File: src/rtl/core/rmq_div.sv
// pipelined restoring divider, one quotient bit per stage
// signed numerator, unsigned divisor, magnitude quotient plus sign
`timescale 1ns / 1ps
`default_nettype none

module rmq_div #(
    parameter int NUM_W = 17,
    parameter int DSW = 17,
    parameter int FRAC = 14,
    parameter int SIDE_W = 1,
    parameter int DVW = NUM_W + FRAC
) (
    input  wire                    aclk,
    input  wire                    aresetn,
    input  wire                    ce,
    input  wire                    v_in,
    input  wire signed [NUM_W-1:0] num_in,
    input  wire [DSW-1:0]          den_in,
    input  wire [SIDE_W-1:0]       side_in,
    output logic                   v_out,
    output logic [DVW-1:0]         quo_out,
    output logic                   neg_out,
    output logic [SIDE_W-1:0]      side_out
);

    logic              v_reg    [0:DVW-1];
    logic [DSW-1:0]    rem_reg  [0:DVW-1];
    logic [DVW-1:0]    quo_reg  [0:DVW-1];
    logic [DVW-1:0]    dvd_reg  [0:DVW-1];
    logic [DSW-1:0]    den_reg  [0:DVW-1];
    logic              neg_reg  [0:DVW-1];
    logic [SIDE_W-1:0] side_reg [0:DVW-1];

    logic [NUM_W-1:0] mag0;
    assign mag0 = num_in[NUM_W-1] ? NUM_W'(-num_in) : NUM_W'(num_in);

    for (genvar k = 0; k < DVW; k++) begin : g_stage
        logic              v_i, neg_i, ge;
        logic [DSW-1:0]    rem_i, den_i, rem_next;
        logic [DSW:0]      rem_sh;
        logic [DVW-1:0]    quo_i, dvd_i;
        logic [SIDE_W-1:0] side_i;

        if (k == 0) begin : g_first
            assign v_i    = v_in;
            assign rem_i  = '0;
            assign quo_i  = '0;
            assign dvd_i  = {mag0, {FRAC{1'b0}}};
            assign den_i  = den_in;
            assign neg_i  = num_in[NUM_W-1];
            assign side_i = side_in;
        end else begin : g_next
            assign v_i    = v_reg[k-1];
            assign rem_i  = rem_reg[k-1];
            assign quo_i  = quo_reg[k-1];
            assign dvd_i  = dvd_reg[k-1];
            assign den_i  = den_reg[k-1];
            assign neg_i  = neg_reg[k-1];
            assign side_i = side_reg[k-1];
        end

        always_comb begin
            rem_sh = {rem_i, dvd_i[DVW-1]};
            ge     = rem_sh >= {1'b0, den_i};
            rem_next = ge ? DSW'(rem_sh - {1'b0, den_i}) : rem_sh[DSW-1:0];
        end

        always_ff @(posedge aclk) begin
            if (!aresetn) begin
                v_reg[k] <= 1'b0;
            end else if (ce) begin
                v_reg[k] <= v_i;
            end
            if (ce) begin
                rem_reg[k]  <= rem_next;
                quo_reg[k]  <= {quo_i[DVW-2:0], ge};
                dvd_reg[k]  <= dvd_i << 1;
                den_reg[k]  <= den_i;
                neg_reg[k]  <= neg_i;
                side_reg[k] <= side_i;
            end
        end
    end

    assign v_out    = v_reg[DVW-1];
    assign quo_out  = quo_reg[DVW-1];
    assign neg_out  = neg_reg[DVW-1];
    assign side_out = side_reg[DVW-1];

endmodule

`default_nettype wire

File: config.mk
export PLATFORM = sky130hd
export DESIGN_NAME = rmq_div
export DESIGN_NICKNAME = d
export VERILOG_FILES = /design/src/rtl/core/rmq_div.sv
export SDC_FILE = /design/constraint.sdc
export NUM_CORES = 2
export LEC_CHECK = 0
export BUFFER_PORTS_ARGS = -buffer_cell sky130_fd_sc_hd__buf_2
export CAP_MARGIN = 30
export CORE_ASPECT_RATIO = 0.75
export CORE_MARGIN = 2
export CORE_UTILIZATION = 58
export DETAILED_ROUTE_END_ITERATION = 6
export HOLD_SLACK_MARGIN = 0.05
export PLACE_DENSITY = 0.86
export RECOVER_POWER = 100
export SLEW_MARGIN = 0
export SYNTH_ARGS = -nofsm -noshare
export SYNTH_HDL_FRONTEND = slang
export SYNTH_SLANG_ARGS = --single-unit
File: constraint.sdc
create_clock -name aclk -period 3.2 [get_ports aclk]
set_input_delay 0 -clock aclk [delete_from_list [all_inputs] [get_ports aclk]]
set_output_delay 0 -clock aclk [all_outputs]
set_load 0.03 [all_outputs]
## Word level (Yosys, flattened, before mapping)

Memory sizes are Yosys's and may differ from the RTL's.
Index checks and enable logic that the tools add are counted.

- Bits in registers: 0
- Memory bits (writable): 3,038
- Bits of input ports: 39
- Output and inout port bits: 34
- Logic and storage cells: 169
- Memories kept: 7

- $add $sub $neg: 32
- $lt $le $gt $ge: 31
- Mux-type cells: 68
- Bitwise gates (word level): 31

Memories:

| name | depth | bits a word | read ports | clocked after Yosys merged registers in | wr ports | RTL line | RTL |
|---|---|---|---|---|---|---|---|
| quo_reg | 31 | 31 | 31 | 0 | 31 | 28 | `logic [DVW-1:0] quo_reg [0:DVW-1];` |
| dvd_reg | 31 | 30 | 30 | 0 | 31 | 29 | `logic [DVW-1:0] dvd_reg [0:DVW-1];` |
| den_reg | 31 | 17 | 30 | 0 | 31 | 30 | `logic [DSW-1:0] den_reg [0:DVW-1];` |
| rem_reg | 31 | 17 | 30 | 0 | 31 | 27 | `logic [DSW-1:0] rem_reg [0:DVW-1];` |
| neg_reg | 31 | 1 | 31 | 0 | 31 | 31 | `logic neg_reg [0:DVW-1];` |
| side_reg | 31 | 1 | 31 | 0 | 31 | 32 | `logic [SIDE_W-1:0] side_reg [0:DVW-1];` |
| 1 more memories | n/a | n/a | n/a | n/a | n/a | n/a |  |

Operator list:

| operator | count |
|---|---|
| 2-to-1 mux 17 bit | 32 |
| greater-or-equal comparator 18 x 17 -> 1 bit | 30 |
| subtractor 17 bit | 30 |
| 2-to-1 mux 1 bit | 36 |
| bitwise OR 1 bit | 31 |
| greater-or-equal comparator 1 x 17 -> 1 bit | 1 |
| negator 17 bit | 1 |
| subtractor 1 x 17 -> 17 bit | 1 |

## Depth between registers and ports, before layout

- Depth in word-level cells: 4
- Depth in mapped cells: 14
- Mapped depth without buffers: 12

## Worst setup path after synthesis

Ideal clock, no wire load.

- Path type: register to register
- From: memory dvd_reg[0][269] in the netlist's numbering
- To: memory rem_reg[9][8] (netlist: rem_reg[0][161]) (data pin)
- Library setup time: 0.260 ns
- Arrival time: 3.009 ns
- Slack: -0.069 ns
- Stages on the path, launching flop included: 14
- Cell sequence: edfxtp_1 > inv_1 > ha_1 > inv_1 > fa_1 > a211oi_1 > o21ai_0 > a21oi_1 > o31a_1 > o21ai_0 > a21o_1 > a31oi_2 > buf_4 > mux2_2

RTL lines:

| element | RTL line |
|---|---|
| start, declared | 29 |
| end, declared | 27 |

==> results.md <==
* Final-report hold violation count at 0
* Fillers at 9720
* Die width at 442.1 um
* Seq/Total Area, Yosys at 62.74%
* Critical path's slowest cell: edfxtp_1
* Post-synth top cells: edfxtp_1 (1744), inv_1 (654), ha_1 (512)
* Reg2Reg Depth at 14
* Post-synthesis net count at 6787
* First-pass GRT wire length at 260800 um
* Clock latency on the worst-skew pair at 0.81 ns
* Reg2Reg Launch Point: dvd_reg[0][449]
* Rows at 120
* Area of the multi-input gates at 29020 um^2
* DP HPWL at 113100 um
* Critical R2R Capture: rem_reg[0][255]
* Yosys reg bits at 1745
* Peak VDD IR at 0.6576 mV
* Unrepaired setup endpoints after global routing: true
* Status: finished, violations left
* WP data required at 3.78 ns
* Max-slew violation count at 0
* Register area at 52390 um^2
* Buffers added on ports at 72
* Final nets at 7256
* Core area at 142800 um^2
* CP Buf/Inv Count at 4
* Gpl congestion at 0.8994
* Max-slew headroom at 10.17%
* Vias in the first global route at 49570
* Clk Tree Root Cell: clkbuf_16
* Crit path DAT at 3.89 ns
* DRT antenna net count at 0
* Min Tclk post-route at 3.306 ns
* Lkg Pwr at 37.78 nW
* Clock sink total at 1745
* Post-DR vias/cell at 5.840
* Synth Flop Type: edfxtp_1
* Initial Util at 58.48%
* Yosys cell types at 90
* Initial antenna violation count at 2
* Ys async rst share at 0%
* DRC Markers at 2
* Synth top area cells: edfxtp_1 (63%), ha_1 (7.7%), mux2_2 (4.0%)
* Max Fclk at 302.4 MHz
* Ratio of final minimum period to clock period at 103.3%
* H-tree Lvls at 4
* Synth-to-Final Area Change at 14.18%
* Max-cap violations at 0
* Vias at 50830
* Yosys warning count at 0
* Die area at 147100 um^2
* Vert. Die Dim at 332.6 um
* Drt first-iter violations at 5302
* Setup ws final at -0.1064 ns
* Total congestion overflow at 0
* CP Launch Type: register
* Final wirelength at 167000 um
* Cts bufs inserted at 166
* Slowest stage delay, CP at 0.39 ns
* Mapped cell area at 83500 um^2
* Synth Area per Inst at 13.45 um^2
* Worst hold path startpoint: num_in[1]
* CP delay by family, top: compound AO/OA/AOI/OAI gates
* Worst-path clk slew at 0.06 ns
* Overall power at 92.67 mW
* Critical path peak fanout at 4
* Top-count cell post-synth: edfxtp_1
* Crit-path most repeated cell: inv_2
* DR pass1 iterations at 7
* Antenna cell count at 0
* CP Capture Type: register
* Avg WL per Cell at 19.19 um
* Final setup violation count at 12
* Hold Path Depth at 4
* Hold Crit Endpoint: dvd_reg[0][15]
* Pin count of the biggest net entering global routing at 96
* Clock buffer depth at 3
* Max Clock Skew at 0.04195 ns
* Number of flops mapped to enable cells by yosys at 1744
* Crit-path cells: inv_2, ha_4, inv_2, fa_2, a211oi_2, o21ai_1, a21oi_1, o31a_1, o21ai_2, a21o_1, a31oi_4, clkbuf_16, buf_8, mux2i_4
* Tightest Pin Transition at 1.347 ns
* Failing checks: design-rule violations, negative setup slack
* Synth area leader: edfxtp_1
* Gr usage total at 21.93%
* Critical path type: register to register
* DP Worst Slack at -0.3651 ns
* Hold Crit Class: input port to register
* I/O Pins at 73
* Area share of the largest cell type after synthesis at 62.72%
* Post-Synthesis Cells at 6207
* P per Cell Area at 972.0 nW/um^2
* Worst R2R Setup Slack at -0.11 ns
* CTS tree: yes
* Layout cell share with drive strength beyond 1 at 14.50%
## per-stage QoR
step | utilization, % | setup TNS [ns] | cell area, um^2 | instances | hold slack [ns]
final | 66.77 | -0.5796 | 95340 | 8703 | 0.2086
after floorplan | - | 0 | 83530 | 6207 | 0.09887
after CTS | 65.90 | 0 | 94090 | 8645 | 0.07652
after detailed placement | 61.35 | -4.437 | 87590 | 8253 | 0.1952
after global placement | 61.35 | -1.488 | 87590 | 8253 | 0.1933
after global routing | 66.77 | -3.653 | 95340 | 8703 | 0.2084
## per-layer routing
layer	track usage (%)	vias to the layer above	wire length, um
met5	0	-	7
met4	6.361	2	3696
met3	3.520	305	11290
met2	34.56	1754	77600
met1	31.67	24650	74390
li1	-	24120	-
## worst register-to-register path: stages, from the launching register on
cell and delay, ns:
edfxtp_1 0.39, inv_2 0.10, ha_4 0.15, inv_2 0.04, fa_2 0.36, a211oi_2 0.26
o21ai_1 0.11, a21oi_1 0.20, o31a_1 0.22, o21ai_2 0.08, a21o_1 0.19, a31oi_4 0.30
clkbuf_16 0.22, buf_8 0.13, mux2i_4 0.37
## logic make-up (layout without fill, tap and decap cells)
group	after synthesis	in the layout	synth area share, %
simple gates	1185	1185	7.042
fa+ha+maj	541	541	8.367
compound gates	1296	1297	10.10
buf+inv	736	1340	3.374
flops	1745	1745	62.74
mux	336	336	4.516
xor+xnor	368	368	3.860
## cell type report
cell class	count	area share [%]
flip-flops and latches	1745	54.95
inverters	655	2.579
multi-input cells	3727	30.43
well taps	1891	2.482
repair buffers	381	3.724
clock buffers	190	4.496
clock inverters	114	1.336
## how the worst max path moves through the flow
stage	end	from	slack, ns	cells past startpoint
global placement	rem_reg[0][255]	den_reg[3][34]	-0.29	12
floorplan	rem_reg[0][93]	dvd_reg[0][149]	0.02	13
detailed placement	rem_reg[0][255]	den_reg[3][34]	-0.37	12
global route	rem_reg[0][255]	dvd_reg[0][449]	-0.16	14
CTS	rem_reg[1][118]	den_reg[5][17]	0.002	9
finish	rem_reg[0][255]	dvd_reg[0][449]	-0.11	14
## placed cells by master (no fill, tap or decap), types with 125 or more instances in the layout
| cell type | instances |
|---|---|
| a21o_1 | 202 |
| ha_1 | 505 |
| nand2_1 | 317 |
| inv_1 | 645 |
| a21oi_1 | 289 |
| buf_4 | 159 |
| nor2_1 | 256 |
| clkbuf_16 | 179 |
| xor2_1 | 125 |
| mux2_2 | 262 |
| edfxtp_1 | 1744 |
| o21ai_0 | 288 |
| xnor2_1 | 243 |
## report_power, final
part           switching (mW)  internal (mW)
clock                    8.68           11.4
sequential               2.78           32.0
combinational            19.6           18.2
total                    31.1           61.6
## what timing repair did
action,4_1_cts,5_1_grt
gates resized for setup,18,173
gates cloned,0,13
hold buffers,86,0
hold endpoints to repair,927,0
buffers inserted,2,45
endpoints found under the setup margin,115,314
pin swaps,3,60
(Power assumes the default switching activity.)
