[src/rtl/core/rmq_pkg.sv]
// shared types for the rotation matrix to quaternion pipeline
// no dependencies
`timescale 1ns / 1ps
`default_nettype none

package rmq_pkg;

    // which component takes the square root term
    typedef enum logic [1:0] {
        BR_W = 2'd0,
        BR_X = 2'd1,
        BR_Y = 2'd2,
        BR_Z = 2'd3
    } branch_t;

endpackage

`default_nettype wire

[src/rtl/core/rmq_out.sv]
// saturation, component placement and the output register
// depends on rmq_pkg
`timescale 1ns / 1ps
`default_nettype none

module rmq_out
    import rmq_pkg::*;
#(
    parameter int W = 16,
    parameter int DVW = 31,
    parameter int OW = 15
) (
    input  wire              aclk,
    input  wire              aresetn,
    input  wire              ce,
    input  wire              v_in,
    input  branch_t          branch_in,
    input  wire              degen_in,
    input  wire [OW-1:0]     own_in,
    input  wire [DVW-1:0]    quo0_in,
    input  wire              neg0_in,
    input  wire [DVW-1:0]    quo1_in,
    input  wire              neg1_in,
    input  wire [DVW-1:0]    quo2_in,
    input  wire              neg2_in,
    output logic             v_out,
    output logic [W-1:0]     qw_out,
    output logic [W-1:0]     qx_out,
    output logic [W-1:0]     qy_out,
    output logic [W-1:0]     qz_out,
    output logic             degen_out
);

    localparam int XW = (OW > W) ? OW : W;
    localparam logic [DVW-1:0] HI_Q = DVW'({(W-1){1'b1}});
    localparam logic [XW-1:0]  HI_O = XW'({(W-1){1'b1}});
    localparam logic [W-1:0]   MAX_V = {1'b0, {(W-1){1'b1}}};
    localparam logic [W-1:0]   MIN_V = {1'b1, {(W-1){1'b0}}};

    function automatic logic [W-1:0] sat_quo(input logic [DVW-1:0] mag, input logic neg);
        logic [W-1:0] r;
        if (!neg) begin
            r = (mag > HI_Q) ? MAX_V : mag[W-1:0];
        end else begin
            // magnitude of exactly 2^(W-1) negates to the minimum code
            r = (mag > HI_Q + 1'b1) ? MIN_V : W'(-mag[W-1:0]);
        end
        return r;
    endfunction

    logic [XW-1:0] own_x;
    logic [W-1:0]  own_s, a_s, b_s, c_s;
    logic [W-1:0]  qw, qx, qy, qz;

    logic v_reg, degen_reg;
    logic [W-1:0] qw_reg, qx_reg, qy_reg, qz_reg;

    always_comb begin
        own_x = XW'(own_in);
        own_s = (own_x > HI_O) ? MAX_V : own_x[W-1:0];
        a_s = sat_quo(quo0_in, neg0_in);
        b_s = sat_quo(quo1_in, neg1_in);
        c_s = sat_quo(quo2_in, neg2_in);
        case (branch_in)
            BR_W: begin
                qw = own_s; qx = a_s;   qy = b_s;   qz = c_s;
            end
            BR_X: begin
                qw = a_s;   qx = own_s; qy = b_s;   qz = c_s;
            end
            BR_Y: begin
                qw = a_s;   qx = b_s;   qy = own_s; qz = c_s;
            end
            default: begin
                qw = a_s;   qx = b_s;   qy = c_s;   qz = own_s;
            end
        endcase
        if (degen_in) begin
            qw = '0; qx = '0; qy = '0; qz = '0;
        end
    end

    always_ff @(posedge aclk) begin
        if (!aresetn) begin
            v_reg <= 1'b0;
        end else if (ce) begin
            v_reg <= v_in;
        end
        if (ce) begin
            qw_reg    <= qw;
            qx_reg    <= qx;
            qy_reg    <= qy;
            qz_reg    <= qz;
            degen_reg <= degen_in;
        end
    end

    assign v_out     = v_reg;
    assign qw_out    = qw_reg;
    assign qx_out    = qx_reg;
    assign qy_out    = qy_reg;
    assign qz_out    = qz_reg;
    assign degen_out = degen_reg;

endmodule

`default_nettype wire

[config.mk]
export PLATFORM = sky130hd
export DESIGN_NAME = rmq_out
export DESIGN_NICKNAME = d
export VERILOG_FILES = /design/src/rtl/core/rmq_pkg.sv /design/src/rtl/core/rmq_out.sv
export SDC_FILE = /design/constraint.sdc
export NUM_CORES = 1
export LEC_CHECK = 0
export BUFFER_PORTS_ARGS = -buffer_cell sky130_fd_sc_hd__buf_2
export CAP_MARGIN = 20
export CORE_AREA = 2 2 129 119
export CTS_BUF_LIST = sky130_fd_sc_hd__clkbuf_8 sky130_fd_sc_hd__clkbuf_16
export CTS_CLUSTER_SIZE = 8
export DETAILED_ROUTE_END_ITERATION = 16
export DIE_AREA = 0 0 131 121
export PLACE_DENSITY = 0.7
export SYNTH_ARGS = -nofsm -noshare
export SYNTH_HDL_FRONTEND = slang
export SYNTH_SLANG_ARGS = --single-unit
export TNS_END_PERCENT = 10
[constraint.sdc]
create_clock -name aclk -period 3.67 [get_ports aclk]
set_clock_uncertainty 0.1 [all_clocks]
set_input_delay 0.367 -clock aclk [delete_from_list [all_inputs] [get_ports aclk]]
set_output_delay 0.367 -clock aclk [all_outputs]
set_load 0.03 [all_outputs]
# Word level (Yosys, flattened, before mapping)
# Cells that the tools add are included.
dict set report op_classes {
  addsub 3
  reduce_logical 5
  eq_ne 2
  mux 13
  n_lt_le_gt_ge 6
  n_bitwise 1
}
# op count
set op_table {}
lappend op_table {{16-bit 2-to-1 mux} 9}
lappend op_table {{31-bit by 15-bit > comparator with 1-bit output (second input constant)} 3}
lappend op_table {{31-bit by 16-bit > comparator with 1-bit output (second input constant)} 3}
lappend op_table {{16-bit case mux with 2 select lines} 2}
lappend op_table {{16-bit negation} 3}
lappend op_table {{15-bit 2-to-1 mux} 2}
lappend op_table {{2-bit OR reduction} 3}
lappend op_table {{3-bit OR reduction} 1}
lappend op_table {{2-bit by 1-bit == test with 1-bit output (second input constant)} 1}
lappend op_table {{2-bit == test (second input constant)} 1}
lappend op_table {{2-bit zero test} 1}
lappend op_table {{1-bit inverter} 1}
dict set report totals {
  register_bits 66
  in_bits 118
}

# Logic depth before layout (Yosys ltp)
# Gate-level depths: netlist of run 1.
dict set report logic_depth {
  ltp_word 4
  depth_mapped 10
}

# Worst setup path after synthesis of run 1
# OpenSTA, ideal clock, no wires.
dict set report synth_path {
  path_type {input port to flip-flop}
  start {input port quo2_in[0]}
  end {register qz_reg[3], in the netlist qz_out[3], data pin}
  arrival_time_ns 2.419
  path_slack_ns 0.977
  path_stages 9
  path_cell_list {inv_1 > ha_1 > or4b_1 > buf_2 > o41ai_4 > nand3_2 > buf_6 > o31a_1 > a311oi_1}
}
dict set report synth_between {
  elab_chain_cells 4
  word_cells_on_any_way 7
}
# element line
set synth_rtl {}
lappend synth_rtl {{from (decl)} rmq_out.sv:24} ;# input wire [DVW-1:0] quo2_in,
lappend synth_rtl {{31-bit by 15-bit > comparator with 1-bit output, or another cell as far along} rmq_out.sv:43} ;# r = (mag > HI_Q) ? MAX_V : mag[W-1:0];
lappend synth_rtl {{16-bit 2-to-1 mux (on tied branches)} {rmq_out.sv:43, rmq_out.sv:46}}
lappend synth_rtl {{16-bit 2-to-1 mux (*)} rmq_out.sv:42} ;# if (!neg) begin
lappend synth_rtl {{15-bit 2-to-1 mux (*)} rmq_out.sv:64} ;# case (branch_in)
lappend synth_rtl {{to (signal assigned)} rmq_out.sv:93} ;# qz_reg <= qz;
lappend synth_rtl {{to (decl)} rmq_out.sv:56} ;# logic [W-1:0] qw_reg, qx_reg, qy_reg, qz_reg;
# Mark *: on every way between the ends. The rest lies on a longest branch, timed or not.
# A chain may end at the register's enable or synchronous reset.

# Worst setup path in the final report of run 1
dict set report layout_path {
  start {input port quo2_in[0]}
  end {register qy_reg[11], in the netlist qy_out[11], data pin}
}
dict set report layout_between {
  elab_chain_cells 4
  word_cells_on_any_way 7
}
# element line
set layout_rtl {}
lappend layout_rtl {{31-bit by 15-bit > comparator with 1-bit output, or another cell as far along} rmq_out.sv:43}
lappend layout_rtl {{16-bit 2-to-1 mux (on tied branches)} {rmq_out.sv:43, rmq_out.sv:46}}
lappend layout_rtl {{16-bit 2-to-1 mux (*)} rmq_out.sv:42}
lappend layout_rtl {{16-bit case mux with 2 select lines (*)} rmq_out.sv:64}
lappend layout_rtl {{to (signal assigned)} rmq_out.sv:92} ;# qy_reg <= qy;
lappend layout_rtl {{to (decl)} rmq_out.sv:56}
# Marks and branches as above.

==> results.py, run 1 <==
metrics = {
    "status": {
        "status": "complete, no violations",
    },
    "sta": {
        "rsz0062_at_grt": "false",
        "final.min_clock_period_ps": 3000,
        "tns_ps": 0,
        "report.final.slew_viol_count": 0,
        "finalHoldViolCount": 0,
        "top_achievable_clock_speed_mhz": 333,
        "fin_crit_sh_pct": 81.8,
        "worstMarginPinSlew_ps": 849,
        "hold_ws_ps": 160,
        "report.final.setup_viol": 0,
        "relSlewSlack_pct": 43.4,
    },
    "floorplanning": {
        "initial_utilization_pct": 34.4,
        "area_of_the_die_sq_mm": 0.0159,
        "fp_rows": 42,
        "die_w_um": 131,
        "placeableCoreArea_sq_mm": 0.0145,
        "fp.dieH_um": 121,
        "design.portCount": 184,
    },
    "worst_hold_path": {
        "hold_path_end": "v_out",
        "timing.hold.worst.start": "aresetn",
        "timing.hold.worst.class": "input port to flip-flop",
        "whs_path_depth": 2,
    },
    "drt": {
        "drt_iter0_drc": 629,
        "detail-route-antenna-nets": 0,
        "postRouteWirelength_um": 18400,
        "drt-vias-per-instance": 5.99,
        "avgRoutedWirePerCell_um": 19.8,
        "detailroute.via_count": 5567,
        "drcViolationCount": 0,
        "firstDrtPassIters": 6,
    },
    "yosys": {
        "yosys-top-cells-count": "sky130_fd_sc_hd__edfxtp_1 (65), sky130_fd_sc_hd__nor2_1 (55), sky130_fd_sc_hd__o21ai_0 (43)",
        "syn_avg_cell_area_sq_um": 8.87,
        "synth-seq-area-share_pct": 39.7,
        "synth.lib_cells_used.distinct": 65,
        "yosysTopAreaCellShare_pct": 39.3,
        "synth_edf_count": 65,
        "mappedNetlistArea_sq_mm": 0.00497,
        "mappedNetlistNets": 684,
        "netlist_instances": 560,
        "cell_type_contributing_the_most_total_cell_area_after_synthesis": "sky130_fd_sc_hd__edfxtp_1",
        "yosys_most_used_dff": "sky130_fd_sc_hd__edfxtp_1",
        "post_synthesis_register_bit_count": 66,
        "most_instantiated_library_cell_after_synthesis": "sky130_fd_sc_hd__edfxtp_1",
        "synth.area.top_cells": "sky130_fd_sc_hd__edfxtp_1 (39%), sky130_fd_sc_hd__o21ai_0 (4.3%), sky130_fd_sc_hd__nor2_1 (4.2%)",
        "synth-async-reset-ratio_pct": 0,
        "total_of_warnings_raised_by_yosys": 0,
    },
    "critical_path": {
        "reg2reg_setup_slack_ps": 2970,
        "crit-reg2reg-capture": "v_out",
        "cp-end-kind": "flip-flop",
        "required_ps": 3740,
        "worstSetupStartpointType": "input port",
        "cp_slowest_cell": "sky130_fd_sc_hd__or4b_1",
        "arrival_ps": 3070,
        "r2r_start": "v_out",
        "r2r_cells": 2,
        "crit_type": "input port to flip-flop",
        "path_cells": "buf_2, inv_1, ha_1, or4b_1, o41ai_4, nand3_2, or3_1, and3b_1, o22ai_1",
        "max_stage_delay_ps": 610,
        "crit_fanout": 12,
    },
    "clock_tree": {
        "cts-buffers-inserted": 9,
        "clk-insertion-delay-late_ps": 330,
        "numClockSinks": 66,
        "cts_resized": 0,
        "max_clock_buf_depth": 2,
        "clkSlewWorstSetupHoldPaths_ps": 60,
        "root_buffer": "sky130_fd_sc_hd__clkbuf_16",
        "postCtsSetupRepairBufs": 0,
        "cts_tree": "yes",
        "hold_buffers": 0,
        "htreeDepth": 3,
    },
    "power": {
        "power.total_w": 0.00239,
        "pwr_density_mw_per_mm2": 376,
        "ir_worst_vdd_mv": 0.226,
        "leakage_nw": 2.45,
    },
    "place": {
        "gpl.final_weighted_congestion": 0.938,
        "dp_hpwl_um": 14000,
        "port_buffers": 183,
        "detailed_place.area_sq_mm": 0.00607,
    },
    "global_route": {
        "grt_first_pass_wirelength_um": 28000,
        "antenna_found_initial": 0,
        "maximum_number_of_pins_on_one_net_before_global_route_repair": 66,
        "grt-ovfl-total": 0,
        "grtUsageTotal_pct": 22.9,
        "via_count_of_the_first_global_routing_pass": 4936,
    },
    "cells_and_area": {
        "post_route_cells_drive_above_1_share_pct": 30.5,
        "nNetsFinal": 851,
        "finish.instance_area_sq_mm": 0.00636,
        "areaGrowthSynthToFinish_pct": 28.0,
        "antennaDiodeCount": 0,
    },
    "run": {
        "max-cap-violations": 0,
    },
}
## worst max-delay path by stage
stage / from / end / slack [ps] / depth (start not counted)
floorplan: quo2_in[0] / qz_out[3] / 980 / 9
global placement: quo2_in[0] / qy_out[13] / 430 / 9
detailed placement: quo2_in[0] / qy_out[13] / 400 / 9
CTS: quo2_in[0] / qy_out[11] / 730 / 9
global route: quo2_in[0] / qy_out[13] / 510 / 9
finish: quo2_in[0] / qy_out[11] / 670 / 9
## routing by layer
layer	wire, um	up-vias	track usage [%]
li1	-	2591	-
met1	7870	2606	32.9
met2	8220	330	34.2
met3	1730	40	4.14
met4	589	0	8.91
met5	0	-	0
## kinds of logic (layout without fill, tap and decap cells)
kind of cell	after synthesis	in the layout	synth area share, %
buffers and inverters	61	233	4.83
muxes	3	3	0.655
DFF	66	66	39.7
xor gates and xnor gates	3	3	0.529
and+or+nand+nor	209	209	22.2
adders and majority gates	6	6	1.51
AOI/OAI and AO/OA	212	212	30.6
## cell usage in the layout, fill, tap and decap left out, types with 3 or more instances in the layout
cell | Yosys | routed
sky130_fd_sc_hd__buf_2 | 3 | 183
sky130_fd_sc_hd__edfxtp_1 | 65 | 65
sky130_fd_sc_hd__nor2_1 | 55 | 55
sky130_fd_sc_hd__o21ai_0 | 43 | 43
sky130_fd_sc_hd__nand2_1 | 32 | 32
sky130_fd_sc_hd__a21oi_1 | 29 | 29
sky130_fd_sc_hd__nor4_1 | 22 | 22
sky130_fd_sc_hd__a211oi_1 | 22 | 22
sky130_fd_sc_hd__inv_1 | 21 | 21
sky130_fd_sc_hd__nor3_1 | 18 | 18
sky130_fd_sc_hd__nand4_1 | 18 | 18
sky130_fd_sc_hd__o22ai_1 | 17 | 17
sky130_fd_sc_hd__o221ai_1 | 15 | 15
sky130_fd_sc_hd__nand3_1 | 14 | 14
sky130_fd_sc_hd__o31ai_1 | 13 | 13
sky130_fd_sc_hd__buf_4 | 0 | 12
sky130_fd_sc_hd__or3_1 | 10 | 10
sky130_fd_sc_hd__a221oi_1 | 10 | 10
sky130_fd_sc_hd__a21o_1 | 9 | 9
sky130_fd_sc_hd__clkbuf_16 | 0 | 9
sky130_fd_sc_hd__o21a_1 | 7 | 7
sky130_fd_sc_hd__nand2b_1 | 7 | 7
sky130_fd_sc_hd__a31oi_1 | 6 | 6
sky130_fd_sc_hd__ha_1 | 6 | 6
sky130_fd_sc_hd__nand4b_1 | 5 | 5
sky130_fd_sc_hd__o2bb2ai_1 | 5 | 5
sky130_fd_sc_hd__o211ai_1 | 5 | 5
sky130_fd_sc_hd__or2_2 | 4 | 4
sky130_fd_sc_hd__clkinvlp_4 | 0 | 4
sky130_fd_sc_hd__a41oi_1 | 3 | 3
sky130_fd_sc_hd__or4_1 | 3 | 3
sky130_fd_sc_hd__and4_1 | 3 | 3
sky130_fd_sc_hd__o311a_1 | 3 | 3
sky130_fd_sc_hd__o41a_1 | 3 | 3
sky130_fd_sc_hd__and3_1 | 3 | 3
sky130_fd_sc_hd__xnor2_1 | 3 | 3
## flip-flops by register name (all words and copies together) (netlist names)
name,cells
qw_out,16
qx_out,16
qy_out,16
qz_out,16
degen_out,1
v_out,1
## per-stage QoR
stage,setup slack (ps),instances,utilization (%)
CTS,726,930,44.0
floorplan,977,560,-
finish,667,930,44.0
global route,510,930,44.0
detailed placement,399,914,42.0
global placement,427,914,42.0
## critical path, delay by kind of cell
kind	cells	cell delay [ps]
fa+ha+maj	1	200
simple gates	4	1580
buf+inv	2	200
compound gates	2	720
## power breakdown
part           switching [W]  internal (W)
Sequential         0.0000257      0.000911
Combinational       0.000411      0.000183
Clock               0.000340      0.000523
## area by class of cell
class,instances,area [sq um]
tap,198,248
fill,1411,8090
timing repair buffer,195,1010
inverter,22,82.6
multi-input combinational,433,2760
clock buffer,9,225
sequential,66,1970
clock inverter,7,70.1
Note: power is estimated with default switching activity, not from simulation.
==> run 2: changes to the inputs <==
Settings changed: PLACE_DENSITY 0.7 to 0.72.
Clock period 3.67 ns to 2.61 ns, I/O delays scaled along.
==> run 2 against run 1 <==
  * Routed wire length up 1.4%
  * Count of clock-buffer cells in the layout is the same
  * Highest routed layer unchanged
  * Sequential share of layout area fell by 2.7 points
  * Cell count up 8.0%
  * Critical path type unchanged
==> results.py, run 2 (synthesis gave the netlist of run 1 again) <==
metrics = {
    "drt": {
        "detailroute.via_count": 5915,
        "drt_iter0_drc": 656,
        "firstDrtPassIters": 8,
        "drt-vias-per-instance": 5.89,
        "drcViolationCount": 0,
        "postRouteWirelength_um": 18700,
        "avgRoutedWirePerCell_um": 18.6,
        "detail-route-antenna-nets": 0,
    },
    "sta": {
        "worstMarginPinSlew_ps": 825,
        "relSlewSlack_pct": 44.8,
        "hold_ws_ps": 47.5,
        "report.final.slew_viol_count": 0,
        "final.min_clock_period_ps": 2470,
        "finalHoldViolCount": 0,
        "top_achievable_clock_speed_mhz": 404,
        "report.final.setup_viol": 0,
        "tns_ps": 0,
        "fin_crit_sh_pct": 94.7,
    },
    "floorplanning": {
        "die_w_um": 131,
        "fp.dieH_um": 121,
        "fp_rows": 42,
        "area_of_the_die_sq_mm": 0.0159,
        "placeableCoreArea_sq_mm": 0.0145,
        "initial_utilization_pct": 34.4,
        "design.portCount": 184,
    },
    "cells_and_area": {
        "layout_common_cells": "sky130_fd_sc_hd__buf_2 (183), sky130_fd_sc_hd__buf_4 (85), sky130_fd_sc_hd__edfxtp_1 (65)",
        "nNetsFinal": 925,
        "antennaDiodeCount": 0,
        "seqCellArea_sq_mm": 0.00197,
        "area_of_the_multi_input_gates_sq_mm": 0.00277,
        "post_route_cells_drive_above_1_share_pct": 37.0,
        "final-instance-count-excl-fill": 1004,
        "areaGrowthSynthToFinish_pct": 40.3,
        "leading_cell_type_in_the_layout_fill_and_taps_excluded": "sky130_fd_sc_hd__buf_2",
        "fillers": 1346,
        "finish.instance_area_sq_mm": 0.00697,
        "post-route-util_pct": 48.3,
    },
    "worst_hold_path": {
        "timing.hold.worst.class": "input port to flip-flop",
    },
    "clock_tree": {
        "cts-buffers-inserted": 9,
        "clkSlewWorstSetupHoldPaths_ps": 60,
        "htreeDepth": 3,
        "cts_tree": "yes",
        "hold_buffers": 0,
        "numClockSinks": 66,
        "clk-insertion-delay-late_ps": 320,
        "root_buffer": "sky130_fd_sc_hd__clkbuf_16",
        "max_clock_buf_depth": 2,
    },
    "place": {
        "gpl.final_weighted_congestion": 0.939,
        "detailed_place.area_sq_mm": 0.00663,
        "dp_hpwl_um": 14500,
        "place_inst": 988,
        "port_buffers": 183,
    },
    "critical_path": {
        "required_ps": 2650,
        "cp-end-kind": "flip-flop",
        "crit_type": "input port to flip-flop",
        "arrival_ps": 2510,
        "worstSetupStartpointType": "input port",
        "crit_fanout": 4,
    },
    "global_route": {
        "antenna_found_initial": 0,
        "grt-ovfl-total": 0,
        "met3_usage_pct": 4.06,
        "grt_use_met2_pct": 35.0,
        "grt_first_pass_wirelength_um": 28400,
        "via_count_of_the_first_global_routing_pass": 5286,
        "gr-max-usage-layer": "met2",
        "groute.layer.met1.usage_pct": 33.0,
        "grtUsageTotal_pct": 23.0,
        "maximum_number_of_pins_on_one_net_before_global_route_repair": 67,
    },
    "run": {
        "max-cap-violations": 0,
    },
    "power": {
        "p_comb_share_pct": 25.5,
        "power_switching_share_pct": 31.2,
        "total_switching_power_w": 0.00110,
        "ir_worst_vdd_mv": 0.388,
        "leakage_nw": 2.83,
        "internal_power_w": 0.00244,
        "pwr-share-clk_pct": 37.2,
        "part_of_the_total_power_dissipated_in_sequential_elements_pct": 37.3,
        "pwr_density_mw_per_mm2": 508,
    },
    "status": {
        "status": "complete, no violations",
    },
}
## run 2: cell count changes in the layout (fill, tap and decap cells not counted), sizes merged
cell | before | now
clkinvlp | 4 | 0
bufinv | 1 | 2
inv | 21 | 24
buf | 195 | 269
## run 2: worst paths after layout
path | startpoint | slack (ps) | end | depth (start not counted)
setup / recovery | quo0_in[0] | 140 | qw_out[9] | 11
setup reg to reg | v_out | 1930 | v_out | 2
hold / removal | aresetn | 50 | v_out | 2
hold reg to reg | v_out | 410 | v_out | 2
## run 2: worst max-delay path, cell delays in order
cell and delay, ps:
sky130_fd_sc_hd__buf_2 100, sky130_fd_sc_hd__inv_1 70, sky130_fd_sc_hd__ha_1 190, sky130_fd_sc_hd__or4b_4 510, sky130_fd_sc_hd__o41a_1 510, sky130_fd_sc_hd__nor2_1 160, sky130_fd_sc_hd__buf_4 130, sky130_fd_sc_hd__buf_4 100
sky130_fd_sc_hd__a21o_1 120, sky130_fd_sc_hd__a21oi_1 70, sky130_fd_sc_hd__a211oi_1 280
## run 2: power groups by stage
| stage | clock network (W) | logic (W) | registers [W] |
|---|---|---|---|
| floorplan | 0 | 0.000274 | 0.00153 |
| global placement | 0 | 0.000880 | 0.00134 |
| detailed placement | 0 | 0.000884 | 0.00134 |
| CTS | 0.00133 | 0.000889 | 0.00132 |
| global route | 0.00137 | 0.000968 | 0.00133 |
| finish | 0.00132 | 0.000903 | 0.00132 |
## run 2: final cells by class
cell class | instances | area share, %
clock buffers | 9 | 3.23
inverters | 22 | 1.18
clock inverters | 7 | 1.42
flip-flops and latches | 66 | 28.3
multi-input cells | 433 | 39.8
repair buffers | 269 | 22.6
well taps | 198 | 3.55
## run 2: what timing repair did
item | 4_1_cts | 5_1_grt
setup endpoints to repair | 0 | 11
gates resized for setup | 0 | 4
buffers inserted | 0 | 0
## run 2: through the flow
stage	power (W)	worst slack, ps
final	0.00354	137
after floorplan	0.00180	22.7
after CTS	0.00354	127
after global routing	0.00366	-3.60
after global placement	0.00222	-152
after detailed placement	0.00223	-227
## run 2: metal layers
layer  routed length, um  vias to the layer above
met5                   0                        -
met4                 544                        0
met3                1860                       38
met2                8430                      366
met1                7850                     2762
li1                    -                     2749
