$ cat config.mk
export PLATFORM = sky130hd
export DESIGN_NAME = rmq_sqrt
export DESIGN_NICKNAME = d
export VERILOG_FILES = /design/src/rtl/core/rmq_sqrt.sv
export SDC_FILE = /design/constraint.sdc
export NUM_CORES = 1
export LEC_CHECK = 0
export BUFFER_PORTS_ARGS = -buffer_cell sky130_fd_sc_hd__clkbuf_2
export CAP_MARGIN = 20
export CORE_MARGIN = 8
export CORE_UTILIZATION = 40
export CTS_BUF_LIST = sky130_fd_sc_hd__clkbuf_8
export DETAILED_ROUTE_END_ITERATION = 10
export GPL_TIMING_DRIVEN = 1
export PLACE_DENSITY_LB_ADDON = 0.2
export SETUP_SLACK_MARGIN = 0.05
export SYNTH_ARGS = -nofsm -noshare
export SYNTH_HDL_FRONTEND = slang
export SYNTH_SLANG_ARGS = --single-unit
$ cat constraint.sdc
create_clock -name aclk -period 3.35 [get_ports aclk]
set_input_delay 0.67 -clock aclk [delete_from_list [all_inputs] [get_ports aclk]]
set_output_delay 0.67 -clock aclk [all_outputs]
set_load 0.01 [all_outputs]
$ cat src/rtl/core/rmq_sqrt.sv
// pipelined integer square root, one result bit per stage
// no package dependencies
`timescale 1ns / 1ps
`default_nettype none

module rmq_sqrt #(
    parameter int IN_W = 32,
    parameter int SIDE_W = 8,
    parameter int QW = (IN_W + 1) / 2
) (
    input  wire               aclk,
    input  wire               aresetn,
    input  wire               ce,
    input  wire               v_in,
    input  wire [IN_W-1:0]    n_in,
    input  wire [SIDE_W-1:0]  side_in,
    output logic              v_out,
    output logic [QW-1:0]     root_out,
    output logic [SIDE_W-1:0] side_out
);

    localparam int NW = 2 * QW;

    logic              v_reg    [0:QW-1];
    logic [QW+1:0]     rem_reg  [0:QW-1];
    logic [QW-1:0]     root_reg [0:QW-1];
    logic [NW-1:0]     n_reg    [0:QW-1];
    logic [SIDE_W-1:0] side_reg [0:QW-1];

    for (genvar k = 0; k < QW; k++) begin : g_stage
        logic              v_i;
        logic [QW+1:0]     rem_i, rem_sh, trial, rem_next;
        logic [QW-1:0]     root_i, root_next;
        logic [NW-1:0]     n_i;
        logic [SIDE_W-1:0] side_i;

        if (k == 0) begin : g_first
            assign v_i    = v_in;
            assign rem_i  = '0;
            assign root_i = '0;
            assign n_i    = NW'(n_in);
            assign side_i = side_in;
        end else begin : g_next
            assign v_i    = v_reg[k-1];
            assign rem_i  = rem_reg[k-1];
            assign root_i = root_reg[k-1];
            assign n_i    = n_reg[k-1];
            assign side_i = side_reg[k-1];
        end

        always_comb begin
            // bring down the next two radicand bits, try root*4+1
            rem_sh = {rem_i[QW-1:0], n_i[NW-1:NW-2]};
            trial  = {root_i, 2'b01};
            if (rem_sh >= trial) begin
                rem_next  = rem_sh - trial;
                root_next = {root_i[QW-2:0], 1'b1};
            end else begin
                rem_next  = rem_sh;
                root_next = {root_i[QW-2:0], 1'b0};
            end
        end

        always_ff @(posedge aclk) begin
            if (!aresetn) begin
                v_reg[k] <= 1'b0;
            end else if (ce) begin
                v_reg[k] <= v_i;
            end
            if (ce) begin
                rem_reg[k]  <= rem_next;
                root_reg[k] <= root_next;
                n_reg[k]    <= n_i << 2;
                side_reg[k] <= side_i;
            end
        end
    end

    assign v_out    = v_reg[QW-1];
    assign root_out = root_reg[QW-1];
    assign side_out = side_reg[QW-1];

endmodule

`default_nettype wire

Word-level counts from Yosys, hierarchy flattened
Memories as Yosys holds them, arrays and structs flattened.
Index checks and enable logic that the tools add are counted.
{"block": "word_totals", "ff_bits": 0, "mem_bits_rw": 1168, "input_bits": 44, "output_inout_bits": 25, "word_cells": 106, "mem_count": 5}
{"name": "n_reg", "depth": 16, "width": 30, "read_ports": 15, "rd_ports_with_merged_regs": 0, "write_ports": 16, "line": "27", "rtl": "logic [NW-1:0] n_reg [0:QW-1];"}
{"name": "rem_reg", "depth": 16, "width": 18, "read_ports": 15, "rd_ports_with_merged_regs": 0, "write_ports": 16, "line": "25", "rtl": "logic [QW+1:0] rem_reg [0:QW-1];"}
{"name": "root_reg", "depth": 16, "width": 16, "read_ports": 16, "rd_ports_with_merged_regs": 0, "write_ports": 16, "line": "26", "rtl": "logic [QW-1:0] root_reg [0:QW-1];"}
{"name": "side_reg", "depth": 16, "width": 8, "read_ports": 16, "rd_ports_with_merged_regs": 0, "write_ports": 16, "line": "28", "rtl": "logic [SIDE_W-1:0] side_reg [0:QW-1];"}
{"name": "v_reg", "depth": 16, "width": 1, "read_ports": 16, "rd_ports_with_merged_regs": 0, "write_ports": 16, "line": "24", "rtl": "logic v_reg [0:QW-1];"}
{"block": "classes", "add_sub_neg": 16, "n_lt_le_gt_ge": 16, "mux": 53, "n_bitwise": 16}
{"operator": "18-bit two-way mux", "count": 16}
{"operator": "18-bit >= comparator", "count": 15}
{"operator": "18-bit subtractor", "count": 15}
{"operator": "1-bit two-way mux", "count": 37}
{"operator": "1-bit bitwise OR", "count": 16}
{"operator": "2-bit by 1-bit subtractor with 3-bit output (second input constant)", "count": 1}
{"operator": "2-bit by 1-bit >= comparator with 1-bit output (second input constant)", "count": 1}

Logic depth before layout (Yosys ltp)
Gate-level depths: netlist of run 1.
{"block": "depth", "ltp_word": 4, "ltp_mapped": 11, "mapped_depth_nobuf": 10}

Least setup slack after synthesis of run 1
OpenSTA, ideal clock, no wires.
{"block": "synth_path", "path_kind": "reg2reg", "from": "memory rem_reg[1][90] in the netlist's numbering", "to": "memory rem_reg[1][117] in the netlist's numbering (data pin)", "setup_time_ps": 260, "t_arrival_ps": 2417, "t_required_ps": 3090, "setup_slack_ps": 673, "stages_incl_launch_ff": 10, "path_buffers": 1, "path_cell_list": "edfxtp_1 ha_1 nor2b_1 o31a_1 nor3_1 o31ai_2 a41oi_1 o21ai_2 buf_6 mux2_2"}
{"item": "start: declaration", "line": "25"}

==> flow_metrics.env, run 1 <==
export IMPL_dr_total_vias=17610
export IMPL_drv_slew=0
export IMPL_cp_required_ps=3850
export IMPL_yosys_top_cells_area="edfxtp_1, ha_1, xnor2_1, inv_1, xor2_1"
export IMPL_hold_viol_final=0
export IMPL_ir_drop_v=0.000431
export IMPL_first_global_vias=18139
export IMPL_syn_avg_cell_area_um2=14.4
export IMPL_largest_reg_flops=240
export IMPL_root_buffer="clkbuf_8"
export IMPL_maxCapViolCount=0
export IMPL_arrival_ps=3550
export IMPL_final_layout_size_suffix_gt1_share_pct=12.1
export IMPL_ant_nets=0
export IMPL_grt_pass1_wl_um=92300
export IMPL_timing_slew_headroom_pct=38.8
export IMPL_period_needed_ps=3040
export IMPL_cpPeakStageDelay_ps=750
export IMPL_yosysSeqAreaShare_pct=70.1
export IMPL_portBuffers=68
export IMPL_synth_edf_count=743
export IMPL_core_mm2=0.0790
export IMPL_critPathSlowestCell="or3_1"
export IMPL_finalWeightedCongestion=0.866
export IMPL_initial_core_util_pct=40.3
export IMPL_tightest_slew_ps=917
export IMPL_timing_rr_start="rem_reg[1][54]"
export IMPL_path_cells="ha_1 -> nor2b_1 -> o31a_1 -> o21ai_1 -> a31oi_1 -> or3_1 -> mux2_2"
export IMPL_clock_sinks=744
export IMPL_grt_usage_pct=12.7
export IMPL_cts_max_level=4
export IMPL_drc=0
export IMPL_syn_to_final_growth_pct=14.2
export IMPL_synthArstFlopShare_pct=0
export IMPL_yosys_area_top_type_share_pct=70.0
export IMPL_die_x_um=298
export IMPL_setup_violations=0
export IMPL_synth_cell_types=68
export IMPL_holdCritPathClass="input pin to flip-flop"
export IMPL_synthTopCellsByCount="edfxtp_1, inv_1, ha_1"
export IMPL_antenna_found_initial=1
export IMPL_wire_per_inst_um=15.8
export IMPL_pin_count=69
export IMPL_cts_made_buffers=134
export IMPL_syn_num_nets=2413
export IMPL_fin_nets=2629
export IMPL_synth_warnings=0
export IMPL_grt_max_degree=129
export IMPL_max_freq_mhz=329
export IMPL_cts_tree="yes"
export IMPL_die_area_mm2=0.0890
export IMPL_post_cts_buffers=0
export IMPL_reg2reg_slack_ps=310
export IMPL_critical_path_peak_fanout=24
export IMPL_path_clk_slew_ps=60
export IMPL_num_rows=103
export IMPL_synth_flop_cell="edfxtp_1"
export IMPL_synth_cells=2217
export IMPL_leakage_nw=14.0
export IMPL_grt_ovfl_total=0
export IMPL_via_per_inst=4.92
export IMPL_clock_path_buffers=3
export IMPL_powerDensity_mw_per_mm2=639
export IMPL_clock_latency_ps=770
export IMPL_fin_crit_sh_pct=90.8
export IMPL_rsz0062_at_grt="no"
export IMPL_startpoint_type="flip-flop"
export IMPL_clock_skew_ps=29.0
export IMPL_first_pass_iters=5
export IMPL_netlist_area_mm2=0.0319
export IMPL_worstSetupPathType="flip-flop to flip-flop"
export IMPL_crit_start="rem_reg[1][54]"
export IMPL_totalWireLength_um=56600
export IMPL_yosys_area_top_type="edfxtp_1"
export IMPL_ys_ff_latch=744
export IMPL_status="completed"
export IMPL_fin_setup_tns_ps=0
export IMPL_dp_hpwl_um=38300
export IMPL_setup_slack_ps=307
export IMPL_yosysMostFrequentCell="edfxtp_1"
export IMPL_place_ws_ps=306
export IMPL_drt_iter0_markers=1112
export IMPL_die_h_um=298
export IMPL_worstSetupEndpointType="flip-flop"
export IMPL_hold_start="n_in[13]"
-- layer usage --
metal / vias to the layer above / routed length [µm] / track usage (%)
met5: - / 0 / 0
met4: 0 / 1660 / 5.58
met3: 116 / 2490 / 3.19
met2: 340 / 26800 / 20.8
met1: 8434 / 25600 / 15.8
li1: 8720 / - / -
-- cells in the final DEF, fill, tap and decap left out, drive strengths merged, types with 9 or more instances in the layout --
cell         Yosys  layout
a211oi           9       9
a21o            27      27
a21oi          126     126
a31oi           10      10
and2            10      10
and3            23      23
buf             10      24
clkbuf          23     204
clkinv           1      44
dlygate4sd3      0      22
edfxtp         743     743
ha             152     152
inv            182     230
mux2            33      33
nand2          113     113
nand2b          37      37
nand3           29      29
nand4           18      18
nor2           130     130
nor2b           23      23
nor3            61      61
nor4            20      20
o211ai          10      10
o21a            30      30
o21ai          108     108
o31a             9       9
o31ai           11      11
or3             22      22
xnor2           81      81
xor2            74      74
-- power breakdown --
group | switching [mW] | internal, mW
Clock | 3.78 | 4.28
Combinational | 1.83 | 1.42
Sequential | 0.493 | 11.5
-- through the flow --
| stage | std cells | power [mW] | instance area, µm² | hold slack (ps) | util (%) |
|---|---|---|---|---|---|
| floorplan | 2217 | 14.3 | 31900 | 400 | - |
| global placement | 3325 | 15.3 | 33600 | 400 | 42.6 |
| detailed placement | 3325 | 15.4 | 33600 | 405 | 42.6 |
| CTS | 3580 | 23.7 | 36400 | 0.0975 | 46.1 |
| global route | 3581 | 24.6 | 36400 | 19.5 | 46.1 |
| finish | 3581 | 23.3 | 36400 | 96.8 | 46.1 |
-- worst max-delay path, delay by kind of cell, from the launching register on --
kind | cells | cell delay, ps
AND/OR/NAND/NOR | 2 | 920
AO/OA/AOI/OAI | 3 | 650
multiplexers | 1 | 430
flip-flops | 1 | 410
adder cells (fa/ha/maj) | 1 | 390
-- worst paths after layout --
check                           cells past startpoint        endpoint
worst min-delay path                                1    n_reg[0][13]
worst max register to register                      7  rem_reg[1][80]
worst min register to register                      0  side_reg[2][1]
worst max-delay path                                7  rem_reg[1][80]
-- repair_timing --
item,4_1_cts,5_1_grt
setup endpoints to repair,0,1
hold endpoints to repair,22,0
gates resized for setup,0,1
hold buffers,22,0
-- cells by family (layout without fill, tap and decap cells) --
| kind of cell | Yosys count | in the layout | share of synthesized area, % |
|---|---|---|---|
| other | 1 | 2 | 0.0118 |
| xor gates and xnor gates | 155 | 155 | 4.26 |
| adders and majority gates | 152 | 152 | 5.97 |
| muxes | 40 | 40 | 1.40 |
| buffers and inverters | 216 | 529 | 2.64 |
| AOI/OAI and AO/OA | 392 | 392 | 7.60 |
| and+or+nand+nor | 517 | 517 | 8.06 |
| DFF | 744 | 744 | 70.1 |
-- cell type report --
class,instances,area (µm²)
Clock buffer,137,1890
Fill cell,6978,42600
Timing Repair Buffer,113,818
Multi-Input combinational cell,1257,8700
Tap cell,1050,1310
Clock inverter,96,666
Inverter,183,687
Antenna cell,1,2.50
Sequential cell,744,22300
Note: power is estimated with default switching activity, not from simulation.
==> run 2, diff against run 1 <==
==> constraint.sdc (replaced) <==
create_clock -name aclk -period 2.5 [get_ports aclk]
set_input_delay 0.5 -clock aclk [delete_from_list [all_inputs] [get_ports aclk]]
set_output_delay 0.5 -clock aclk [all_outputs]
set_load 0.01 [all_outputs]
==> flow_metrics.env, run 2 (synthesis gave the netlist of run 1 again) <==
export IMPL_syn_to_final_growth_pct=26.3
export IMPL_arrival_ps=3050
export IMPL_rsz0062_at_grt="yes"
export IMPL_clock_path_buffers=3
export IMPL_switching_power_mw=8.62
export IMPL_portBuffers=68
export IMPL_p_comb_share_pct=18.6
export IMPL_p_clk_share_pct=31.2
export IMPL_timing_slew_headroom_pct=52.5
export IMPL_period_needed_ps=2540
export IMPL_dp_hpwl_um=39800
export IMPL_tightest_slew_ps=713
export IMPL_totalWireLength_um=60800
export IMPL_r2r_cells=9
export IMPL_max_freq_mhz=393
export IMPL_num_rows=103
export IMPL_pin_count=69
export IMPL_root_buffer="clkbuf_8"
export IMPL_cts_made_buffers=130
export IMPL_place_ws_ps=-322
export IMPL_antenna_found_initial=1
export IMPL_critical_path_peak_fanout=10
export IMPL_cts_tree="yes"
export IMPL_hold_start="ce"
export IMPL_worstSetupEndpointType="flip-flop"
export IMPL_internal_power_mw=23.4
export IMPL_path_clk_slew_ps=60
export IMPL_power_mw=32.0
export IMPL_fin_nets=2921
export IMPL_place_area_mm2=0.0355
export IMPL_die_x_um=298
export IMPL_reg2reg_slack_ps=-40
export IMPL_cp_required_ps=3000
export IMPL_drc=0
export IMPL_core_mm2=0.0790
export IMPL_initial_core_util_pct=40.3
export IMPL_first_global_vias=19295
export IMPL_worstSetupPathType="flip-flop to flip-flop"
export IMPL_ir_drop_v=0.000470
export IMPL_maxCapViolCount=0
export IMPL_die_h_um=298
export IMPL_ant_nets=0
export IMPL_clock_skew_ps=46.2
export IMPL_utilization_pct=50.9
export IMPL_postLayoutCellArea_mm2=0.0402
export IMPL_mostFrequentLayoutCell="edfxtp_1"
export IMPL_timing_rr_start="rem_reg[1][90]"
export IMPL_seqPwrFrac_pct=50.2
export IMPL_mostFrequentLayoutCells="edfxtp_1, buf_4, inv_1"
export IMPL_startpoint_type="flip-flop"
export IMPL_path_buf_inv=1
export IMPL_clock_latency_ps=780
export IMPL_fin_crit_sh_pct=102
export IMPL_via_per_inst=4.92
export IMPL_violations="setup timing"
export IMPL_clock_sinks=744
export IMPL_cts_max_level=4
export IMPL_worstReg2RegEnd="rem_reg[1][114]"
export IMPL_first_pass_iters=7
export IMPL_status="finished, violations left"
export IMPL_min_to="side_reg[0][7]"
export IMPL_critPathSlowestCell="edfxtp_1"
export IMPL_grt_usage_pct=13.0
export IMPL_min_delay_path_depth=1
export IMPL_largest_reg_flops=240
export IMPL_powerDensity_mw_per_mm2=795
export IMPL_dr_total_vias=19019
export IMPL_holdCritPathClass="input pin to flip-flop"
export IMPL_wire_per_inst_um=15.7
export IMPL_path_delay_family="compound AO/OA/AOI/OAI gates"
export IMPL_swShare_pct=26.9
export IMPL_drv_slew=0
export IMPL_grt_pass1_wl_um=95700
export IMPL_cpPeakStageDelay_ps=430
export IMPL_final_layout_size_suffix_gt1_share_pct=28.1
export IMPL_grt_max_degree=132
export IMPL_finalWeightedCongestion=0.866
export IMPL_leakage_nw=15.7
export IMPL_setup_violations=15
export IMPL_die_area_mm2=0.0890
export IMPL_hold_viol_final=0
export IMPL_setup_slack_ps=-43.4
export IMPL_drt_iter0_markers=981
export IMPL_path_cells="ha_4 -> nor2b_4 -> o31a_1 -> nor3_4 -> o31ai_4 -> a41oi_2 -> o21ai_4 -> buf_12 -> mux2_2"
export IMPL_grt_ovfl_total=0
==> run 2: cell types whose count changed in the layout (fill, tap and decap cells not counted), moves of 16 or more <==
cell           before  now
nor2_1            130  103
nor2_4              0   17
a21oi_2             0   24
dlygate4sd3_1      22   42
o21ai_0           104   81
nor3_1             61   45
buf_4              17  259
a21oi_1           126   97
ha_1              152  111
inv_2               0   16
ha_4                0   35
==> run 2: metrics by stage <==
stage               instances  hold WS (ps)  setup TNS [ps]
global route             3861          52.3           -3010
detailed placement       3524           405           -8880
floorplan                2217           400            -116
global placement         3524           401           -6640
CTS                      3807          28.3            -136
finish                   3862           114            -269
==> run 2: worst max path at each step <==
stage | startpoint | end | slack (ps) | depth (start not counted)
CTS | rem_reg[1][90] | rem_reg[1][114] | -30 | 9
floorplan | rem_reg[1][90] | rem_reg[1][117] | -20 | 9
global placement | rem_reg[1][90] | rem_reg[1][110] | -260 | 8
finish | rem_reg[1][90] | rem_reg[1][114] | -40 | 9
detailed placement | rem_reg[1][90] | rem_reg[1][115] | -320 | 8
global route | rem_reg[1][90] | rem_reg[1][113] | -150 | 9
==> run 2: final cells by class <==
type	instances	area [µm²]
Inverter	183	687
Tap cell	1050	1310
Antenna cell	2	5.00
Multi-Input combinational cell	1258	10200
Clock inverter	87	515
Sequential cell	744	22300
Clock buffer	130	1790
Timing Repair Buffer	408	3380
Fill cell	6648	38700
==> run 2: power by group through the flow <==
stage               Clock [mW]  Sequential (mW)  Combinational [mW]
finish                    9.98             16.1                5.96
global route              11.0             16.2                6.53
CTS                       10.5             16.0                5.41
detailed placement           0             16.3                5.11
global placement             0             16.2                4.99
floorplan                    0             16.0                3.30
==> run 2: timing repair <==
item / 4_1_cts / 5_1_grt
gates resized for setup: 90 / 221
gates cloned: 1 / 6
endpoints found under the hold margin: 42 / 0
hold buffers: 42 / 0
setup endpoints to repair: 117 / 160
pin swaps: 24 / 65
setup buffers: 24 / 47
==> run 2: per-layer routing <==
| layer | routed length (µm) | track usage [%] |
|---|---|---|
| met3 | 2750 | 3.19 |
| met5 | 0 | 0 |
| met2 | 29800 | 21.8 |
| met4 | 1610 | 5.42 |
| met1 | 26600 | 15.9 |
==> run 3, diff against run 2 <==
--- a/config.mk
+++ b/config.mk
@@ -12,8 +12,8 @@
 export CTS_BUF_LIST = sky130_fd_sc_hd__clkbuf_8
 export DETAILED_ROUTE_END_ITERATION = 10
 export GPL_TIMING_DRIVEN = 1
-export PLACE_DENSITY_LB_ADDON = 0.2
-export SETUP_SLACK_MARGIN = 0.05
+export PLACE_DENSITY_LB_ADDON = 0.1
+export SETUP_SLACK_MARGIN = 0.15
 export SYNTH_ARGS = -nofsm -noshare
 export SYNTH_HDL_FRONTEND = slang
 export SYNTH_SLANG_ARGS = --single-unit
==> flow_metrics.env, run 3 (synthesis gave the netlist of run 1 again) <==
export IMPL_dr_total_vias=19240
export IMPL_path_clk_slew_ps=60
export IMPL_first_pass_iters=5
export IMPL_critPathSlowestCell="edfxtp_1"
export IMPL_hold_viol_final=0
export IMPL_critical_path_peak_fanout=5
export IMPL_timing_rr_start="rem_reg[1][62]"
export IMPL_register_area_mm2=0.0223
export IMPL_mostFrequentLayoutCell="edfxtp_1"
export IMPL_max_freq_mhz=382
export IMPL_r2r_cells=8
export IMPL_holdCritPathClass="input pin to flip-flop"
export IMPL_pin_count=69
export IMPL_cts_tree="yes"
export IMPL_swShare_pct=26.8
export IMPL_switching_power_mw=8.75
export IMPL_startpoint_type="flip-flop"
export IMPL_postLayoutCellArea_mm2=0.0417
export IMPL_period_needed_ps=2620
export IMPL_ant_nets=0
export IMPL_powerDensity_mw_per_mm2=783
export IMPL_path_buf_inv=1
export IMPL_cpPeakStageDelay_ps=440
export IMPL_path_delay_family="compound AO/OA/AOI/OAI gates"
export IMPL_core_mm2=0.0790
export IMPL_grt_ovfl_total=0
export IMPL_die_x_um=298
export IMPL_instances_no_fill=3929
export IMPL_finalWeightedCongestion=0.851
export IMPL_setup_violations=32
export IMPL_seqPwrFrac_pct=49.4
export IMPL_leakage_nw=16.3
export IMPL_cp_required_ps=2950
export IMPL_via_per_inst=4.90
export IMPL_internal_power_mw=23.9
export IMPL_first_global_vias=19534
export IMPL_grt_usage_pct=13.5
export IMPL_hold_start="v_in"
export IMPL_wire_per_inst_um=16.1
export IMPL_ir_drop_v=0.000470
export IMPL_drv_slew=0
export IMPL_grt_max_degree=114
export IMPL_cts_made_buffers=121
export IMPL_min_delay_path_depth=2
export IMPL_rsz0062_at_grt="yes"
export IMPL_path_cells="ha_4 -> and3_4 -> a22oi_2 -> o31a_1 -> a31oi_4 -> or3_4 -> buf_8 -> mux2_2"
export IMPL_largest_reg_flops=240
export IMPL_clock_sinks=744
export IMPL_timing_slew_headroom_pct=54.6
export IMPL_worstReg2RegEnd="rem_reg[1][77]"
export IMPL_status="finished, violations left"
export IMPL_dp_cells=3524
export IMPL_fin_nets=2979
export IMPL_cts_max_level=3
export IMPL_violations="setup timing"
export IMPL_fin_crit_sh_pct=105
export IMPL_final_layout_size_suffix_gt1_share_pct=33.3
export IMPL_initial_core_util_pct=40.3
export IMPL_die_h_um=298
export IMPL_tightest_slew_ps=681
export IMPL_p_comb_share_pct=20.6
export IMPL_drc=0
export IMPL_grt_pass1_wl_um=100000
export IMPL_worstSetupPathType="flip-flop to flip-flop"
export IMPL_portBuffers=68
export IMPL_num_rows=103
export IMPL_maxCapViolCount=0
export IMPL_cp_num_cells=8
export IMPL_totalWireLength_um=63400
export IMPL_arrival_ps=3070
export IMPL_min_to="v_reg[0][0]"
export IMPL_drt_iter0_markers=972
export IMPL_n_fill_cell=6464
export IMPL_clock_skew_ps=47.1
export IMPL_antenna_found_initial=2
export IMPL_root_buffer="clkbuf_8"
export IMPL_reg2reg_slack_ps=-120
export IMPL_clock_latency_ps=730
export IMPL_setup_slack_ps=-118
export IMPL_worstSetupEndpointType="flip-flop"
export IMPL_die_area_mm2=0.0890
export IMPL_mostFrequentLayoutCells="edfxtp_1, buf_4, inv_1"
export IMPL_p_clk_share_pct=30.0
export IMPL_clock_path_buffers=3
export IMPL_dp_hpwl_um=41100
export IMPL_place_area_mm2=0.0355
export IMPL_syn_to_final_growth_pct=30.9
export IMPL_multi_input_area_mm2=0.0111
-- run 3: power groups by stage --
stage / Sequential (mW) / Clock (mW) / Combinational, mW
2_1_floorplan: 16.0 / 0 / 3.34
3_3_place_gp: 16.3 / 0 / 5.07
3_5_place_dp: 16.3 / 0 / 5.15
4_1_cts: 16.1 / 10.3 / 6.07
5_1_grt: 16.3 / 10.8 / 7.39
6_report: 16.1 / 9.80 / 6.75
-- run 3: layout make-up --
| cell class | count | area share (%) |
|---|---|---|
| multi-input cells | 1257 | 26.5 |
| flip-flops and latches | 744 | 53.5 |
| repair buffers | 476 | 9.78 |
| clock inverters | 96 | 1.42 |
| inverters | 183 | 1.65 |
| diodes | 2 | 0.0120 |
| well taps | 1050 | 3.15 |
| clock buffers | 121 | 3.99 |
-- run 3: worst reg2reg max path: stages (launching register included) --
cell	delay (ps)
edfxtp_1	440
ha_4	300
and3_4	180
a22oi_2	210
o31a_1	260
a31oi_4	120
or3_4	380
buf_8	160
mux2_2	280
-- run 3: worst max-delay path by stage --
stage	start	endpoint	slack (ps)
floorplan	rem_reg[1][90]	rem_reg[1][117]	-20
global placement	rem_reg[1][90]	rem_reg[1][110]	-330
detailed placement	rem_reg[1][90]	rem_reg[1][110]	-370
CTS	rem_reg[1][90]	rem_reg[1][110]	-80
global route	rem_reg[1][90]	rem_reg[1][115]	-210
finish	rem_reg[1][62]	rem_reg[1][77]	-120
-- run 3: what timing repair did --
action,4_1_cts,5_1_grt
endpoints found under the hold margin,41,0
resized for setup,264,239
cloned,5,5
endpoints found under the setup margin,154,175
hold buffers,41,0
pin swaps,74,101
setup buffers,74,61
-- run 3: metrics by stage --
step / TNS (ps) / setup slack (ps) / util, % / power [mW] / hold slack [ps]
3_3_place_gp: -7270 / -330 / 45.0 / 21.3 / 400
2_1_floorplan: -116 / -19.3 / - / 19.4 / 400
4_1_cts: -761 / -78.4 / 50.7 / 32.5 / 44.8
3_5_place_dp: -8910 / -374 / 45.0 / 21.5 / 405
6_report: -1620 / -118 / 52.8 / 32.7 / 125
5_1_grt: -5390 / -207 / 52.8 / 34.4 / 71.3
-- run 3: routing by layer --
| metal | vias up | global-route usage, % | wire length, µm |
|---|---|---|---|
| met5 | - | 0 | 0 |
| met4 | 0 | 4.53 | 1810 |
| met3 | 139 | 2.78 | 2560 |
| met2 | 353 | 22.7 | 30600 |
| met1 | 9330 | 17.5 | 28400 |
| li1 | 9418 | - | - |
